--- config.mk ---
export PLATFORM = sky130hd
export DESIGN_NAME = json_scalar_validator
export DESIGN_NICKNAME = d
export VERILOG_FILES = /design/src/design/jsv_pkg.sv /design/src/design/jsv_fifo.sv /design/src/design/jsv_front.sv /design/src/design/jsv_back.sv /design/src/design/json_scalar_validator.sv
export SDC_FILE = /design/constraint.sdc
export NUM_CORES = 1
export LEC_CHECK = 0
export BUFFER_PORTS_ARGS = -buffer_cell sky130_fd_sc_hd__clkbuf_2
export CORE_ASPECT_RATIO = 1.75
export CORE_MARGIN = 10
export CORE_UTILIZATION = 45
export CTS_CLUSTER_SIZE = 20
export DETAILED_ROUTE_END_ITERATION = 8
export SLEW_MARGIN = 20
export SYNTH_ARGS = -nofsm -noshare
export SYNTH_HDL_FRONTEND = slang
export SYNTH_SLANG_ARGS = --single-unit
--- constraint.sdc ---
create_clock -name clk -period 5.15 [get_ports clk]
set_clock_uncertainty 0.1 [all_clocks]
set_input_delay 1.03 -clock clk [delete_from_list [all_inputs] [get_ports clk]]
set_output_delay 1.03 -clock clk [all_outputs]
set_load 0.03 [all_outputs]
--- src/design/jsv_pkg.sv ---
// ----------------------------------------------------------------------------
// jsv_pkg
// Shared types, codes and constants of the JSON scalar validator.
// ----------------------------------------------------------------------------
package jsv_pkg;

	localparam int unsigned CLASS_QUEUE_DEPTH  = 4;
	localparam int unsigned RESULT_QUEUE_DEPTH = 2;

	localparam int unsigned BYTE_W   = 8;
	localparam int unsigned STATUS_W = 2;
	localparam int unsigned KIND_W   = 2;
	localparam int unsigned CLASS_W  = 5;
	localparam int unsigned POS_W    = 2;
	localparam int unsigned RESULT_W = STATUS_W + KIND_W;

	typedef enum logic [CLASS_W-1:0] {
		CL_END,
		CL_SPACE,
		CL_ZERO,
		CL_DIGIT,
		CL_MINUS,
		CL_PLUS,
		CL_DOT,
		CL_LOW_E,
		CL_UP_E,
		CL_LOW_N,
		CL_LOW_F,
		CL_LOW_T,
		CL_LOW_A,
		CL_LOW_L,
		CL_LOW_S,
		CL_LOW_R,
		CL_LOW_U,
		CL_OTHER
	} class_t;

	typedef enum logic [3:0] {
		PH_LEAD,
		PH_LITERAL,
		PH_SIGN,
		PH_INT_ZERO,
		PH_INT_DIGS,
		PH_FRAC_BEG,
		PH_FRAC_DIGS,
		PH_EXP_BEG,
		PH_EXP_SIGN,
		PH_EXP_DIGS,
		PH_TRAIL,
		PH_ERROR
	} phase_t;

	typedef enum logic [STATUS_W-1:0] {
		ST_OK,
		ST_EXPECT,
		ST_INVALID,
		ST_NOT_SINGLE
	} status_t;

	typedef enum logic [KIND_W-1:0] {
		KIND_NULL,
		KIND_FALSE,
		KIND_TRUE,
		KIND_NUMBER
	} kind_t;

	// expected class of a literal letter after the first; end class never matches
	function automatic class_t tail_class(input kind_t kind, input logic [POS_W-1:0] pos);
		class_t c;
		c = CL_END;
		case (kind)
			KIND_NULL: begin
				case (pos)
					2'd0:    c = CL_LOW_U;
					2'd1:    c = CL_LOW_L;
					2'd2:    c = CL_LOW_L;
					default: c = CL_END;
				endcase
			end
			KIND_FALSE: begin
				case (pos)
					2'd0:    c = CL_LOW_A;
					2'd1:    c = CL_LOW_L;
					2'd2:    c = CL_LOW_S;
					default: c = CL_LOW_E;
				endcase
			end
			KIND_TRUE: begin
				case (pos)
					2'd0:    c = CL_LOW_R;
					2'd1:    c = CL_LOW_U;
					2'd2:    c = CL_LOW_E;
					default: c = CL_END;
				endcase
			end
			default: c = CL_END;
		endcase
		return c;
	endfunction

	// position of the last letter of a literal
	function automatic logic [POS_W-1:0] tail_last(input kind_t kind);
		logic [POS_W-1:0] p;
		case (kind)
			KIND_FALSE: p = 2'd3;
			default:    p = 2'd2;
		endcase
		return p;
	endfunction

endpackage

--- src/design/jsv_fifo.sv ---
// ----------------------------------------------------------------------------
// jsv_fifo
// Small register queue with first-word fall-through read.
// ----------------------------------------------------------------------------
module jsv_fifo #(
	parameter int unsigned WIDTH = jsv_pkg::RESULT_W,
	parameter int unsigned DEPTH = jsv_pkg::RESULT_QUEUE_DEPTH
) (
	input  logic             clk,
	input  logic             arst_n,
	input  logic             wr_en,
	input  logic [WIDTH-1:0] wr_data,
	output logic             full,
	input  logic             rd_en,
	output logic [WIDTH-1:0] rd_data,
	output logic             empty
);

	localparam int unsigned AW = (DEPTH > 1) ? $clog2(DEPTH) : 1;
	localparam int unsigned CW = $clog2(DEPTH + 1);
	localparam logic [AW-1:0] LAST = AW'(DEPTH - 1);
	localparam logic [CW-1:0] FULL_COUNT = CW'(DEPTH);

	logic [WIDTH-1:0] mem_q [DEPTH];
	logic [AW-1:0]    wr_ptr_q;
	logic [AW-1:0]    rd_ptr_q;
	logic [CW-1:0]    count_q;
	logic             do_wr;
	logic             do_rd;

	assign full    = (count_q == FULL_COUNT);
	assign empty   = (count_q == '0);
	assign do_wr   = wr_en && !full;
	assign do_rd   = rd_en && !empty;
	assign rd_data = mem_q[rd_ptr_q];

	always_ff @(posedge clk) begin
		if (do_wr) begin
			mem_q[wr_ptr_q] <= wr_data;
		end
	end

	always_ff @(posedge clk or negedge arst_n) begin
		if (!arst_n) begin
			wr_ptr_q <= '0;
			rd_ptr_q <= '0;
			count_q  <= '0;
		end else begin
			if (do_wr) begin
				wr_ptr_q <= (wr_ptr_q == LAST) ? '0 : wr_ptr_q + 1'b1;
			end
			if (do_rd) begin
				rd_ptr_q <= (rd_ptr_q == LAST) ? '0 : rd_ptr_q + 1'b1;
			end
			if (do_wr && !do_rd) begin
				count_q <= count_q + 1'b1;
			end else if (do_rd && !do_wr) begin
				count_q <= count_q - 1'b1;
			end
		end
	end

endmodule

--- src/design/jsv_front.sv ---
// ----------------------------------------------------------------------------
// jsv_front
// Takes text bytes, sorts each into a character class and queues the classes.
// ----------------------------------------------------------------------------
module jsv_front #(
	parameter int unsigned QDEPTH = jsv_pkg::CLASS_QUEUE_DEPTH
) (
	input  logic                        clk,
	input  logic                        arst_n,
	input  logic                        push,
	output logic                        full,
	input  logic [jsv_pkg::BYTE_W-1:0]  text_byte,
	output logic                        cls_valid,
	output jsv_pkg::class_t             cls,
	input  logic                        cls_take
);

	jsv_pkg::class_t                  in_cls;
	logic [jsv_pkg::CLASS_W-1:0]      q_data;
	logic                             q_empty;

	always_comb begin
		case (text_byte)
			8'h00:                         in_cls = jsv_pkg::CL_END;
			8'h20, 8'h09, 8'h0A, 8'h0D:    in_cls = jsv_pkg::CL_SPACE;
			"0":                           in_cls = jsv_pkg::CL_ZERO;
			"1", "2", "3", "4", "5",
			"6", "7", "8", "9":            in_cls = jsv_pkg::CL_DIGIT;
			"-":                           in_cls = jsv_pkg::CL_MINUS;
			"+":                           in_cls = jsv_pkg::CL_PLUS;
			".":                           in_cls = jsv_pkg::CL_DOT;
			"e":                           in_cls = jsv_pkg::CL_LOW_E;
			"E":                           in_cls = jsv_pkg::CL_UP_E;
			"n":                           in_cls = jsv_pkg::CL_LOW_N;
			"f":                           in_cls = jsv_pkg::CL_LOW_F;
			"t":                           in_cls = jsv_pkg::CL_LOW_T;
			"a":                           in_cls = jsv_pkg::CL_LOW_A;
			"l":                           in_cls = jsv_pkg::CL_LOW_L;
			"s":                           in_cls = jsv_pkg::CL_LOW_S;
			"r":                           in_cls = jsv_pkg::CL_LOW_R;
			"u":                           in_cls = jsv_pkg::CL_LOW_U;
			default:                       in_cls = jsv_pkg::CL_OTHER;
		endcase
	end

	jsv_fifo #(
		.WIDTH (jsv_pkg::CLASS_W),
		.DEPTH (QDEPTH)
	) u_class_q (
		.clk     (clk),
		.arst_n  (arst_n),
		.wr_en   (push),
		.wr_data (in_cls),
		.full    (full),
		.rd_en   (cls_take),
		.rd_data (q_data),
		.empty   (q_empty)
	);

	assign cls_valid = !q_empty;
	assign cls       = jsv_pkg::class_t'(q_data);

endmodule

--- src/design/jsv_back.sv ---
// ----------------------------------------------------------------------------
// jsv_back
// Grammar state machine over character classes; queues one result per text.
// ----------------------------------------------------------------------------
module jsv_back #(
	parameter int unsigned RDEPTH = jsv_pkg::RESULT_QUEUE_DEPTH
) (
	input  logic                          clk,
	input  logic                          arst_n,
	input  logic                          cls_valid,
	input  jsv_pkg::class_t               cls,
	output logic                          cls_take,
	output logic                          empty,
	input  logic                          pop,
	output logic [jsv_pkg::STATUS_W-1:0]  parse_status,
	output logic [jsv_pkg::KIND_W-1:0]    value_kind
);

	jsv_pkg::phase_t                phase_q, phase_d;
	jsv_pkg::kind_t                 kind_q, kind_d;
	logic [jsv_pkg::POS_W-1:0]      pos_q, pos_d;
	jsv_pkg::status_t               err_q, err_d;

	logic                           res_full;
	logic                           res_push;
	jsv_pkg::status_t               res_status;
	jsv_pkg::kind_t                 res_kind;
	logic [jsv_pkg::RESULT_W-1:0]   res_rd;
	logic                           is_digit;
	logic                           is_exp;

	assign cls_take = cls_valid && (cls != jsv_pkg::CL_END || !res_full);
	assign is_digit = (cls == jsv_pkg::CL_ZERO) || (cls == jsv_pkg::CL_DIGIT);
	assign is_exp   = (cls == jsv_pkg::CL_LOW_E) || (cls == jsv_pkg::CL_UP_E);

	// next state
	always_comb begin
		phase_d = phase_q;
		kind_d  = kind_q;
		pos_d   = pos_q;
		err_d   = err_q;
		if (cls == jsv_pkg::CL_END) begin
			phase_d = jsv_pkg::PH_LEAD;
			kind_d  = jsv_pkg::KIND_NULL;
			pos_d   = '0;
			err_d   = jsv_pkg::ST_OK;
		end else begin
			case (phase_q)
				jsv_pkg::PH_LEAD: begin
					case (cls)
						jsv_pkg::CL_SPACE: ;
						jsv_pkg::CL_LOW_N: begin
							kind_d  = jsv_pkg::KIND_NULL;
							pos_d   = '0;
							phase_d = jsv_pkg::PH_LITERAL;
						end
						jsv_pkg::CL_LOW_F: begin
							kind_d  = jsv_pkg::KIND_FALSE;
							pos_d   = '0;
							phase_d = jsv_pkg::PH_LITERAL;
						end
						jsv_pkg::CL_LOW_T: begin
							kind_d  = jsv_pkg::KIND_TRUE;
							pos_d   = '0;
							phase_d = jsv_pkg::PH_LITERAL;
						end
						jsv_pkg::CL_MINUS: begin
							kind_d  = jsv_pkg::KIND_NUMBER;
							phase_d = jsv_pkg::PH_SIGN;
						end
						jsv_pkg::CL_ZERO: begin
							kind_d  = jsv_pkg::KIND_NUMBER;
							phase_d = jsv_pkg::PH_INT_ZERO;
						end
						jsv_pkg::CL_DIGIT: begin
							kind_d  = jsv_pkg::KIND_NUMBER;
							phase_d = jsv_pkg::PH_INT_DIGS;
						end
						default: begin
							kind_d  = jsv_pkg::KIND_NUMBER;
							phase_d = jsv_pkg::PH_ERROR;
							err_d   = jsv_pkg::ST_INVALID;
						end
					endcase
				end
				jsv_pkg::PH_LITERAL: begin
					if (kind_q == jsv_pkg::KIND_NUMBER
							|| cls != jsv_pkg::tail_class(kind_q, pos_q)) begin
						phase_d = jsv_pkg::PH_ERROR;
						err_d   = jsv_pkg::ST_INVALID;
					end else begin
						pos_d = pos_q + 1'b1;
						if (pos_q == jsv_pkg::tail_last(kind_q)) begin
							phase_d = jsv_pkg::PH_TRAIL;
						end
					end
				end
				jsv_pkg::PH_SIGN: begin
					if (cls == jsv_pkg::CL_ZERO) begin
						phase_d = jsv_pkg::PH_INT_ZERO;
					end else if (cls == jsv_pkg::CL_DIGIT) begin
						phase_d = jsv_pkg::PH_INT_DIGS;
					end else begin
						phase_d = jsv_pkg::PH_ERROR;
						err_d   = jsv_pkg::ST_INVALID;
					end
				end
				jsv_pkg::PH_INT_ZERO, jsv_pkg::PH_INT_DIGS, jsv_pkg::PH_FRAC_DIGS: begin
					if (is_digit && phase_q != jsv_pkg::PH_INT_ZERO) begin
						phase_d = phase_q;
					end else if (cls == jsv_pkg::CL_DOT
							&& phase_q != jsv_pkg::PH_FRAC_DIGS) begin
						phase_d = jsv_pkg::PH_FRAC_BEG;
					end else if (is_exp) begin
						phase_d = jsv_pkg::PH_EXP_BEG;
					end else if (cls == jsv_pkg::CL_SPACE) begin
						phase_d = jsv_pkg::PH_TRAIL;
					end else begin
						phase_d = jsv_pkg::PH_ERROR;
						err_d   = jsv_pkg::ST_NOT_SINGLE;
					end
				end
				jsv_pkg::PH_FRAC_BEG, jsv_pkg::PH_EXP_SIGN: begin
					if (is_digit) begin
						phase_d = (phase_q == jsv_pkg::PH_FRAC_BEG) ?
							jsv_pkg::PH_FRAC_DIGS : jsv_pkg::PH_EXP_DIGS;
					end else begin
						phase_d = jsv_pkg::PH_ERROR;
						err_d   = jsv_pkg::ST_INVALID;
					end
				end
				jsv_pkg::PH_EXP_BEG: begin
					if (cls == jsv_pkg::CL_PLUS || cls == jsv_pkg::CL_MINUS) begin
						phase_d = jsv_pkg::PH_EXP_SIGN;
					end else if (is_digit) begin
						phase_d = jsv_pkg::PH_EXP_DIGS;
					end else begin
						phase_d = jsv_pkg::PH_ERROR;
						err_d   = jsv_pkg::ST_INVALID;
					end
				end
				jsv_pkg::PH_EXP_DIGS: begin
					if (is_digit) begin
						phase_d = phase_q;
					end else if (cls == jsv_pkg::CL_SPACE) begin
						phase_d = jsv_pkg::PH_TRAIL;
					end else begin
						phase_d = jsv_pkg::PH_ERROR;
						err_d   = jsv_pkg::ST_NOT_SINGLE;
					end
				end
				jsv_pkg::PH_TRAIL: begin
					if (cls != jsv_pkg::CL_SPACE) begin
						phase_d = jsv_pkg::PH_ERROR;
						err_d   = jsv_pkg::ST_NOT_SINGLE;
					end
				end
				jsv_pkg::PH_ERROR: ;
				default: begin
					phase_d = jsv_pkg::PH_ERROR;
					err_d   = jsv_pkg::ST_INVALID;
				end
			endcase
		end
	end

	// outputs
	always_comb begin
		res_push   = cls_take && (cls == jsv_pkg::CL_END);
		res_status = jsv_pkg::ST_INVALID;
		res_kind   = jsv_pkg::KIND_NULL;
		case (phase_q)
			jsv_pkg::PH_LEAD: res_status = jsv_pkg::ST_EXPECT;
			jsv_pkg::PH_INT_ZERO, jsv_pkg::PH_INT_DIGS,
			jsv_pkg::PH_FRAC_DIGS, jsv_pkg::PH_EXP_DIGS: begin
				res_status = jsv_pkg::ST_OK;
				res_kind   = jsv_pkg::KIND_NUMBER;
			end
			jsv_pkg::PH_TRAIL: begin
				res_status = jsv_pkg::ST_OK;
				res_kind   = kind_q;
			end
			jsv_pkg::PH_ERROR: res_status = err_q;
			default: res_status = jsv_pkg::ST_INVALID;
		endcase
	end

	always_ff @(posedge clk or negedge arst_n) begin
		if (!arst_n) begin
			phase_q <= jsv_pkg::PH_LEAD;
			kind_q  <= jsv_pkg::KIND_NULL;
			pos_q   <= '0;
			err_q   <= jsv_pkg::ST_OK;
		end else if (cls_take) begin
			phase_q <= phase_d;
			kind_q  <= kind_d;
			pos_q   <= pos_d;
			err_q   <= err_d;
		end
	end

	jsv_fifo #(
		.WIDTH (jsv_pkg::RESULT_W),
		.DEPTH (RDEPTH)
	) u_result_q (
		.clk     (clk),
		.arst_n  (arst_n),
		.wr_en   (res_push),
		.wr_data ({res_status, res_kind}),
		.full    (res_full),
		.rd_en   (pop),
		.rd_data (res_rd),
		.empty   (empty)
	);

	assign parse_status = res_rd[jsv_pkg::RESULT_W-1:jsv_pkg::KIND_W];
	assign value_kind   = res_rd[jsv_pkg::KIND_W-1:0];

endmodule

--- src/design/json_scalar_validator.sv ---
// ----------------------------------------------------------------------------
// json_scalar_validator
// Checks that a zero-terminated JSON text holds one null, true, false or number.
// ----------------------------------------------------------------------------
// Text bytes are pushed one per cycle while full is low; a zero byte ends a
// text and yields one result (status and value type) on the result queue, the
// other bytes yield none. Each byte passes the class queue and one step of the
// grammar state machine, which queues an end byte's result; the block sustains
// one byte per cycle while the result queue has room. The class queue lets the
// input keep going while results wait to be popped; when the result queue is
// full the state machine holds at the end byte and the class queue fills.
module json_scalar_validator #(
	parameter int unsigned CLASS_QUEUE_DEPTH  = jsv_pkg::CLASS_QUEUE_DEPTH,
	parameter int unsigned RESULT_QUEUE_DEPTH = jsv_pkg::RESULT_QUEUE_DEPTH
) (
	input  logic                          clk,
	input  logic                          arst_n,
	input  logic                          push,
	output logic                          full,
	input  logic [jsv_pkg::BYTE_W-1:0]    text_byte,
	output logic                          empty,
	input  logic                          pop,
	output logic [jsv_pkg::STATUS_W-1:0]  parse_status,
	output logic [jsv_pkg::KIND_W-1:0]    value_kind
);

	logic            cls_valid;
	logic            cls_take;
	jsv_pkg::class_t cls;

	jsv_front #(
		.QDEPTH (CLASS_QUEUE_DEPTH)
	) u_front (
		.clk       (clk),
		.arst_n    (arst_n),
		.push      (push),
		.full      (full),
		.text_byte (text_byte),
		.cls_valid (cls_valid),
		.cls       (cls),
		.cls_take  (cls_take)
	);

	jsv_back #(
		.RDEPTH (RESULT_QUEUE_DEPTH)
	) u_back (
		.clk          (clk),
		.arst_n       (arst_n),
		.cls_valid    (cls_valid),
		.cls          (cls),
		.cls_take     (cls_take),
		.empty        (empty),
		.pop          (pop),
		.parse_status (parse_status),
		.value_kind   (value_kind)
	);

endmodule

==> flow_metrics.py, run 1 <==
metrics = {
    "timing": {
        "period_needed_ps": 3690,
        "relSlewSlack_pct": 49.4,
        "rsz0062_at_grt": "no",
        "worstMarginPinSlew_ps": 759,
        "clock.fmax_mhz": 271,
        "setup_slack_ps": 1460,
        "setup_tns_ps": 0,
        "fin_crit_sh_pct": 71.7,
        "hold_viol_final": 0,
        "final_max_slew_viol_count": 0,
        "setup_viol": 0,
    },
    "worst_hold_path": {
        "hp-class": "flip-flop to flip-flop",
    },
    "setup_path": {
        "start_kind": "flip-flop",
        "endpoint_kind": "flip-flop",
        "criticalPathCategory": "flip-flop to flip-flop",
        "cp.required_ps": 5270,
        "cp_max_fo": 12,
        "cp.arrival_ps": 3810,
    },
    "cells_and_area": {
        "area_growth_pct": 6.48,
        "final-instance-count-excl-fill": 453,
        "drive_above_1_share_pct": 13.2,
        "nFillCells": 708,
        "n_antenna_cell": 0,
        "nNetsFinal": 394,
    },
    "detailed_routing": {
        "drt_iter0_drc": 246,
        "vias": 2815,
        "vias_per_cell": 6.21,
        "wl_um": 8410,
        "firstDrtPassIters": 4,
        "ant_nets": 0,
        "wl_per_cell_um": 18.6,
        "drc": 0,
    },
    "placed_design": {
        "hpwl_um": 6650,
        "gp_congestion": 0.975,
        "portBuffers": 17,
        "pre_cts_ws_ps": 1440,
        "placed_cells": 445,
    },
    "cts": {
        "clk_pin_slew_ps": 70,
        "post_cts_buffers": 0,
        "cts_buffers": 5,
        "cts_repair_resize_count": 0,
        "cts_max_level": 2,
        "clk_latency_ps": 290,
        "cts-root-buf": "clkbuf_16",
        "cts_tree": "built",
        "cts_max_path_buffers": 2,
        "holdBufCountCts": 0,
        "cts_sinks": 49,
    },
    "logic_synthesis": {
        "synth_area_um2": 3530,
        "synth_edf_count": 28,
        "synth_nets": 396,
        "synthCells": 366,
        "synthTopCellsByArea": "edfxtp_1 (24%), dfrtp_1 (15%), ha_1 (6.0%)",
        "ys_warn_count": 0,
        "synth_area_per_cell_um2": 9.65,
        "yosysUniqueCellTypes": 65,
        "synth_top_area_cell": "edfxtp_1",
        "ys_ff_latch": 49,
        "async_reset_ff_share_pct": 42.9,
        "synth_ff_type": "edfxtp_1",
        "yosysTopAreaCellShare_pct": 23.8,
        "synthTopCellsByCount": "edfxtp_1 (28), nor2_1 (28), a21oi_1 (24)",
        "seq_area_frac_synth_pct": 38.7,
    },
    "floorplanning": {
        "start_util_pct": 46.4,
        "die_w_um": 87.0,
        "row_count": 42,
        "ios": 18,
        "core_area_um2": 7620,
        "dieArea_um2": 11900,
        "die_y_um": 137,
    },
    "global_routing": {
        "first_global_vias": 2784,
        "grt_max_degree": 26,
        "overflow": 0,
        "grt_pass1_wl_um": 13900,
        "antenna_found_initial": 0,
        "grt_usage_pct": 14.8,
    },
    "pwr": {
        "leakage_nw": 1.41,
        "peakVddDrop_mv": 0.234,
        "power_per_cell_area_nw_per_um2": 513,
        "power_mw": 1.93,
    },
    "outcome": {
        "outcome": "finished, final reports clean",
    },
    "run": {
        "cap_violations": 0,
    },
}
==> final cells by class <==
class	instances	area, µm²	share of cell area, %
Clock inverter	2	17.5	0.466
Tap cell	88	110	2.93
Timing Repair Buffer	17	85.1	2.26
Clock buffer	6	139	3.69
Multi-Input combinational cell	276	1990	52.8
Inverter	15	56.3	1.50
Sequential cell	49	1370	36.3
==> per-stage QoR <==
stage / util (%) / area (µm²) / hold slack, ps
after floorplan: - / 3530 / 356
after global placement: 47.3 / 3610 / 379
after detailed placement: 47.3 / 3610 / 385
after CTS: 49.4 / 3760 / 398
after global routing: 49.4 / 3760 / 409
final: 49.4 / 3760 / 396
==> layer usage <==
layer	part of all wire (%)	GRT usage, %
met1	35	14.0
met3	2.6	2.01
met5	0	0
met2	55	26.5
met4	8.2	13.2
==> placed cells by master (no fill, tap or decap), types with 3 or more instances in the layout <==
master,count
nor2b_1,12
o22ai_1,6
mux4_2,5
a31oi_1,7
clkbuf_2,17
clkbuf_16,5
and2_1,7
nand2_1,19
a211o_1,3
a221oi_1,3
o21ai_0,21
o32ai_1,3
a211oi_1,3
mux2i_1,4
edfxtp_1,28
xnor2_1,6
nand4_1,3
dfrtp_1,21
mux2_2,8
nor3b_1,7
o221ai_1,3
a22oi_1,5
nand2b_1,6
ha_1,17
nor3_1,10
o21ai_1,4
inv_1,14
or3_1,6
a21oi_1,24
nand3_1,9
a21o_1,4
xor2_1,7
nor2_1,28
==> registers in the layout, indices dropped and copies added, names as in the netlist <==
register and cells:
u_back.pos_q 2, u_back.u_result_q.rd_ptr_q 1, u_back.u_result_q.wr_ptr_q 1, u_front.u_class_q.count_q 3, u_front.u_class_q.wr_ptr_q 2, u_front.u_class_q.mem_q 20, u_back.kind_q 2, u_back.u_result_q.count_q 2
u_front.u_class_q.rd_ptr_q 2, u_back.u_result_q.mem_q 8, u_back.err_q 2, u_back.phase_q 4
==> report_power, final <==
group	internal (mW)	switching (mW)	total, mW
registers	0.526	0.155	0.682
logic	0.376	0.530	0.906
clock network	0.196	0.146	0.342
==> critical path, cell delays in order (launching register included) <==
cell	delay (ps)
dfrtp_1	600
mux4_2	680
or2_1	400
nor3_2	350
a21oi_1	190
inv_1	210
ha_1	220
inv_1	60
fa_1	370
xor2_1	170
nor2_1	110
xor2_1	150
==> path summary, 6_finish.rpt <==
check	from	endpoint	slack (ps)	cells past startpoint
worst min register to register	u_front.u_class_q.count_q[2]	u_front.u_class_q.count_q[2]	400	1
worst max register to register	u_front.u_class_q.rd_ptr_q[0]	u_front.u_class_q.count_q[2]	1460	11
worst min-delay path	u_front.u_class_q.count_q[2]	u_front.u_class_q.count_q[2]	400	1
worst max-delay path	u_front.u_class_q.rd_ptr_q[0]	u_front.u_class_q.count_q[2]	1460	11
max in group asynchronous	arst_n	u_back.kind_q[0]	3930	1
min in group asynchronous	arst_n	u_front.u_class_q.count_q[2]	630	1
==> cells by family after synthesis <==
kind of cell | synth area share [%]
simple gates | 18.7
compound gates | 20.5
flops | 38.7
buf+inv | 5.06
mux | 7.19
fa+ha+maj | 6.59
xor+xnor | 3.22
(Power assumes the default switching activity.)
==> run 2: changes to the inputs <==
==> constraint.sdc (replaced) <==
create_clock -name clk -period 3.8 [get_ports clk]
set_clock_uncertainty 0.1 [all_clocks]
set_input_delay 0.76 -clock clk [delete_from_list [all_inputs] [get_ports clk]]
set_output_delay 0.76 -clock clk [all_outputs]
set_load 0.03 [all_outputs]
==> run 2 against run 1 <==
Sequential power rose by 29%. Non-clock buffer count rose by 9. Sequential share of layout area fell by 0.58 points. Critical path depth did not move. Global-route usage fell by 0.23 points. Utilization rose by 0.80 points. Fmax rose by 5.9%. Register-to-register slack got worse by 1100 ps.
==> flow_metrics.py, run 2 (synthesis gave the netlist of run 1 again) <==
metrics = {
    "floorplanning": {
        "die_w_um": 87.0,
        "start_util_pct": 46.4,
        "core_area_um2": 7620,
        "die_y_um": 137,
        "dieArea_um2": 11900,
        "ios": 18,
        "row_count": 42,
    },
    "setup_path": {
        "slowest_stage": "mux4_2",
        "endpoint_kind": "flip-flop",
        "reg2reg_depth": 11,
        "start_kind": "flip-flop",
        "max_stage_delay_ps": 690,
        "cp.arrival_ps": 3610,
        "cp.required_ps": 3920,
        "cp_max_fo": 12,
        "crit_cells": 11,
        "rrSetupSlack_ps": 310,
        "crit_chain": "mux4_2, or2_1, nor3_2, a21oi_1, inv_1, ha_1, inv_1, fa_1, xor2_1, nor2_1, xor2_1",
        "cp_top_family": "simple AND/OR/NAND/NOR gates",
        "critPathBufInv": 2,
        "criticalPathCategory": "flip-flop to flip-flop",
    },
    "pwr": {
        "comb_power_share_pct": 50.0,
        "p_int_mw": 1.51,
        "power_per_cell_area_nw_per_um2": 696,
        "pwr-share-seq_pct": 33.0,
        "power_switching_mw": 1.15,
        "power.share.clock_pct": 17.1,
        "leakage_nw": 1.45,
        "switching_share_pct": 43.2,
        "peakVddDrop_mv": 0.302,
    },
    "timing": {
        "hold_viol_final": 0,
        "period_needed_ps": 3490,
        "relSlewSlack_pct": 50.2,
        "fin_crit_sh_pct": 91.8,
        "rsz0062_at_grt": "no",
        "clock.fmax_mhz": 287,
        "worstMarginPinSlew_ps": 747,
        "setup_viol": 0,
        "final_max_slew_viol_count": 0,
        "setup_tns_ps": 0,
    },
    "cts": {
        "clk_latency_ps": 290,
        "cts_sinks": 49,
        "cts_max_level": 2,
        "cts_tree": "built",
        "cts_repair_resize_count": 0,
        "cts-root-buf": "clkbuf_16",
        "cts_max_path_buffers": 2,
        "holdBufCountCts": 0,
        "post_cts_buffers": 0,
        "cts_buffers": 5,
        "clk_pin_slew_ps": 70,
    },
    "outcome": {
        "outcome": "finished, final reports clean",
    },
    "global_routing": {
        "grt_pass1_wl_um": 13700,
        "overflow": 0,
        "first_global_vias": 2835,
        "grt_max_degree": 26,
        "antenna_found_initial": 0,
        "grt_usage_pct": 14.5,
    },
    "detailed_routing": {
        "ant_nets": 0,
        "vias": 2835,
        "wl_per_cell_um": 18.2,
        "vias_per_cell": 6.14,
        "drc": 0,
        "firstDrtPassIters": 4,
        "drt_iter0_drc": 204,
        "wl_um": 8420,
    },
    "cells_and_area": {
        "area_growth_pct": 8.22,
        "final_cell_mix": "nor2_1 (28), edfxtp_1 (28), a21oi_1 (24)",
        "final-instance-count-excl-fill": 462,
        "nNetsFinal": 403,
        "n_antenna_cell": 0,
        "drive_above_1_share_pct": 15.2,
        "regMostFlops": "u_front.u_class_q.mem_q",
        "largest_register_ffs": 20,
        "reg_top3": "u_front.u_class_q.mem_q: 20 flops, u_back.u_result_q.mem_q: 8 flops, u_back.phase_q: 4 flops",
        "nFillCells": 717,
    },
    "placed_design": {
        "gp_congestion": 0.899,
        "hpwl_um": 6550,
        "placed_cells": 454,
        "portBuffers": 17,
    },
    "worst_hold_path": {
        "hp-class": "input pin to asynchronous set/reset pin",
    },
    "run": {
        "cap_violations": 0,
    },
}
[run 2: worst paths after layout]
check | startpoint | endpoint
hold / removal | arst_n | u_front.u_class_q.count_q[2]
setup reg to reg | u_front.u_class_q.rd_ptr_q[0] | u_front.u_class_q.count_q[2]
max in group asynchronous | arst_n | u_front.u_class_q.wr_ptr_q[0]
min in group clk | u_front.u_class_q.count_q[2] | u_front.u_class_q.count_q[2]
setup / recovery | u_front.u_class_q.rd_ptr_q[0] | u_front.u_class_q.count_q[2]
hold reg to reg | u_front.u_class_q.count_q[2] | u_front.u_class_q.count_q[2]
[run 2: final cells by class]
type	count	area [µm²]	area share, %
Inverter	15	56.3	1.47
Tap cell	88	110	2.88
Timing Repair Buffer	26	153	3.99
Clock buffer	5	125	3.27
Sequential cell	49	1370	35.7
Multi-Input combinational cell	276	1990	52.0
Clock inverter	3	25.0	0.654
[run 2: power groups by stage]
| stage | registers [mW] | clock network, mW | logic [mW] |
|---|---|---|---|
| finish | 0.877 | 0.454 | 1.33 |
| global route | 0.901 | 0.485 | 1.47 |
| CTS | 0.880 | 0.468 | 1.33 |
| detailed placement | 0.889 | 0 | 1.33 |
| global placement | 0.882 | 0 | 1.31 |
| floorplan | 0.800 | 0 | 1.11 |
[run 2: layer usage]
| metal | wire length (µm) | vias to the layer above | GRT usage, % |
|---|---|---|---|
| met1 | 2900 | 1346 | 13.1 |
| met2 | 4760 | 82 | 28.5 |
| met3 | 242 | 31 | 1.71 |
| met5 | 0 | - | 0 |
| met4 | 510 | 0 | 9.58 |
| li1 | - | 1376 | - |
[run 2: per-stage QoR]
step	area (µm²)	worst slack (ps)	total power [mW]	utilization [%]	hold WS, ps
2_1_floorplan	3530	659	1.91	-	356
3_3_place_gp	3670	401	2.19	48.2	378
3_5_place_dp	3670	282	2.21	48.2	381
4_1_cts	3820	301	2.68	50.2	386
5_1_grt	3820	107	2.86	50.2	405
6_report	3820	313	2.66	50.2	371
==> run 3: changes to the inputs <==
--- a/config.mk
+++ b/config.mk
@@ -9,6 +9,7 @@
 export CORE_ASPECT_RATIO = 1.75
 export CORE_MARGIN = 10
 export CORE_UTILIZATION = 45
+export CTS_BUF_LIST = sky130_fd_sc_hd__clkbuf_4 sky130_fd_sc_hd__clkbuf_8
 export CTS_CLUSTER_SIZE = 20
 export DETAILED_ROUTE_END_ITERATION = 8
 export SLEW_MARGIN = 20
==> run 3 against run 2 <==
Critical path depth did not move. Fmax rose by 0.76%. Power fell by 5.0%. Sequential share of layout area rose by 0.53 points. Utilization fell by 0.74 points. Critical path type unchanged. Largest power group unchanged. Highest routed layer unchanged.
==> flow_metrics.py, run 3 (synthesis gave the netlist of run 1 again) <==
metrics = {
    "cells_and_area": {
        "n_antenna_cell": 0,
        "final_cell_mix": "nor2_1 (28), edfxtp_1 (28), a21oi_1 (24)",
        "reg_top3": "u_front.u_class_q.mem_q: 20 flops, u_back.u_result_q.mem_q: 8 flops, u_back.phase_q: 4 flops",
        "largest_register_ffs": 20,
        "nNetsFinal": 403,
        "drive_above_1_share_pct": 15.2,
        "regMostFlops": "u_front.u_class_q.mem_q",
        "area_growth_pct": 6.62,
    },
    "pwr": {
        "peakVddDrop_mv": 0.288,
        "power_mw": 2.53,
        "leakage_nw": 1.43,
        "p_int_mw": 1.40,
        "comb_power_share_pct": 52.5,
        "power_per_cell_area_nw_per_um2": 671,
        "power.share.clock_pct": 12.8,
        "pwr-share-seq_pct": 34.6,
        "power_switching_mw": 1.13,
        "switching_share_pct": 44.8,
    },
    "cts": {
        "cts_max_path_buffers": 2,
        "post_cts_buffers": 0,
        "cts_tree": "built",
        "cts_repair_resize_count": 0,
        "cts_sinks": 49,
        "holdBufCountCts": 0,
        "cts_max_level": 2,
        "clk_pin_slew_ps": 100,
        "cts-root-buf": "clkbuf_8",
        "cts_buffers": 5,
        "clk_latency_ps": 310,
    },
    "global_routing": {
        "first_global_vias": 2846,
        "grt_pass1_wl_um": 13600,
        "overflow": 0,
        "antenna_found_initial": 0,
        "grt_max_degree": 26,
        "grt_usage_pct": 14.4,
    },
    "detailed_routing": {
        "vias": 2830,
        "drc": 0,
        "drt_iter0_drc": 205,
        "firstDrtPassIters": 4,
        "wl_um": 8380,
        "vias_per_cell": 6.13,
        "ant_nets": 0,
        "wl_per_cell_um": 18.1,
    },
    "outcome": {
        "outcome": "finished, final reports clean",
    },
    "worst_hold_path": {
        "hp-class": "input pin to asynchronous set/reset pin",
    },
    "setup_path": {
        "criticalPathCategory": "flip-flop to flip-flop",
        "cp.required_ps": 3940,
        "cp.arrival_ps": 3600,
        "endpoint_kind": "flip-flop",
        "cp_max_fo": 12,
        "start_kind": "flip-flop",
    },
    "timing": {
        "clock.fmax_mhz": 289,
        "whs_ps": 344,
        "period_needed_ps": 3460,
        "worstMarginPinSlew_ps": 736,
        "fin_crit_sh_pct": 91.1,
        "hold_viol_final": 0,
        "final_max_slew_viol_count": 0,
        "setup_tns_ps": 0,
        "relSlewSlack_pct": 50.9,
        "setup_viol": 0,
        "rsz0062_at_grt": "no",
    },
    "run": {
        "cap_violations": 0,
    },
    "floorplanning": {
        "ios": 18,
        "die_w_um": 87.0,
        "core_area_um2": 7620,
        "die_y_um": 137,
        "row_count": 42,
        "start_util_pct": 46.4,
        "dieArea_um2": 11900,
    },
    "placed_design": {
        "portBuffers": 17,
        "hpwl_um": 6550,
        "gp_congestion": 0.899,
    },
}
## run 3: cell counts in the layout (fill, tap and decap cells not counted)
Identical to the previous run, type by type.
## run 3: worst max-delay path: stages (launching register included)
cell     delay, ps
dfrtp_1        630
mux4_2         690
or2_1          400
nor3_2         230
a21oi_1        180
inv_1          130
ha_1           180
inv_1           60
fa_1           370
xor2_1         170
nor2_1         110
xor2_1         150
## run 3: path summary, 6_finish.rpt
kind / cells after the start / from / slack [ps] / endpoint
max in group asynchronous: 1 / arst_n / 2850 / u_front.u_class_q.rd_ptr_q[0]
min reg2reg: 1 / u_front.u_class_q.count_q[2] / 400 / u_front.u_class_q.count_q[2]
min in group clk: 1 / u_front.u_class_q.count_q[2] / 400 / u_front.u_class_q.count_q[2]
max reg2reg: 11 / u_front.u_class_q.rd_ptr_q[0] / 340 / u_front.u_class_q.count_q[2]
min: 1 / arst_n / 340 / u_front.u_class_q.count_q[2]
max: 11 / u_front.u_class_q.rd_ptr_q[0] / 340 / u_front.u_class_q.count_q[2]
## run 3: layout make-up
cell class | count | area [µm²]
tap | 88 | 110
inverter | 15 | 56.3
multi-input combinational | 276 | 1990
clock buffer | 5 | 68.8
sequential | 49 | 1370
fill | 726 | 3850
clock inverter | 3 | 25.0
timing repair buffer | 26 | 153
## run 3: per-stage QoR
stage	cells	cell area, µm²	utilization, %	setup WS (ps)
2_1_floorplan	366	3530	-	659
3_3_place_gp	454	3670	48.2	401
3_5_place_dp	454	3670	48.2	282
4_1_cts	462	3770	49.4	300
5_1_grt	462	3770	49.4	103
6_report	462	3770	49.4	340
## run 3: power by group through the flow
| stage | sequential, mW | clock (mW) | combinational [mW] |
|---|---|---|---|
| 6_report | 0.876 | 0.324 | 1.33 |
| 4_1_cts | 0.877 | 0.336 | 1.33 |
| 3_5_place_dp | 0.889 | 0 | 1.33 |
| 3_3_place_gp | 0.882 | 0 | 1.31 |
| 5_1_grt | 0.900 | 0.354 | 1.47 |
| 2_1_floorplan | 0.800 | 0 | 1.11 |
## run 3: per-layer routing
layer	up-vias	routed length [µm]	global-route usage [%]
met5	-	0	0
met4	0	453	9.40
met3	28	267	1.89
met2	87	4750	28.0
met1	1345	2900	13.0
li1	1370	-	-
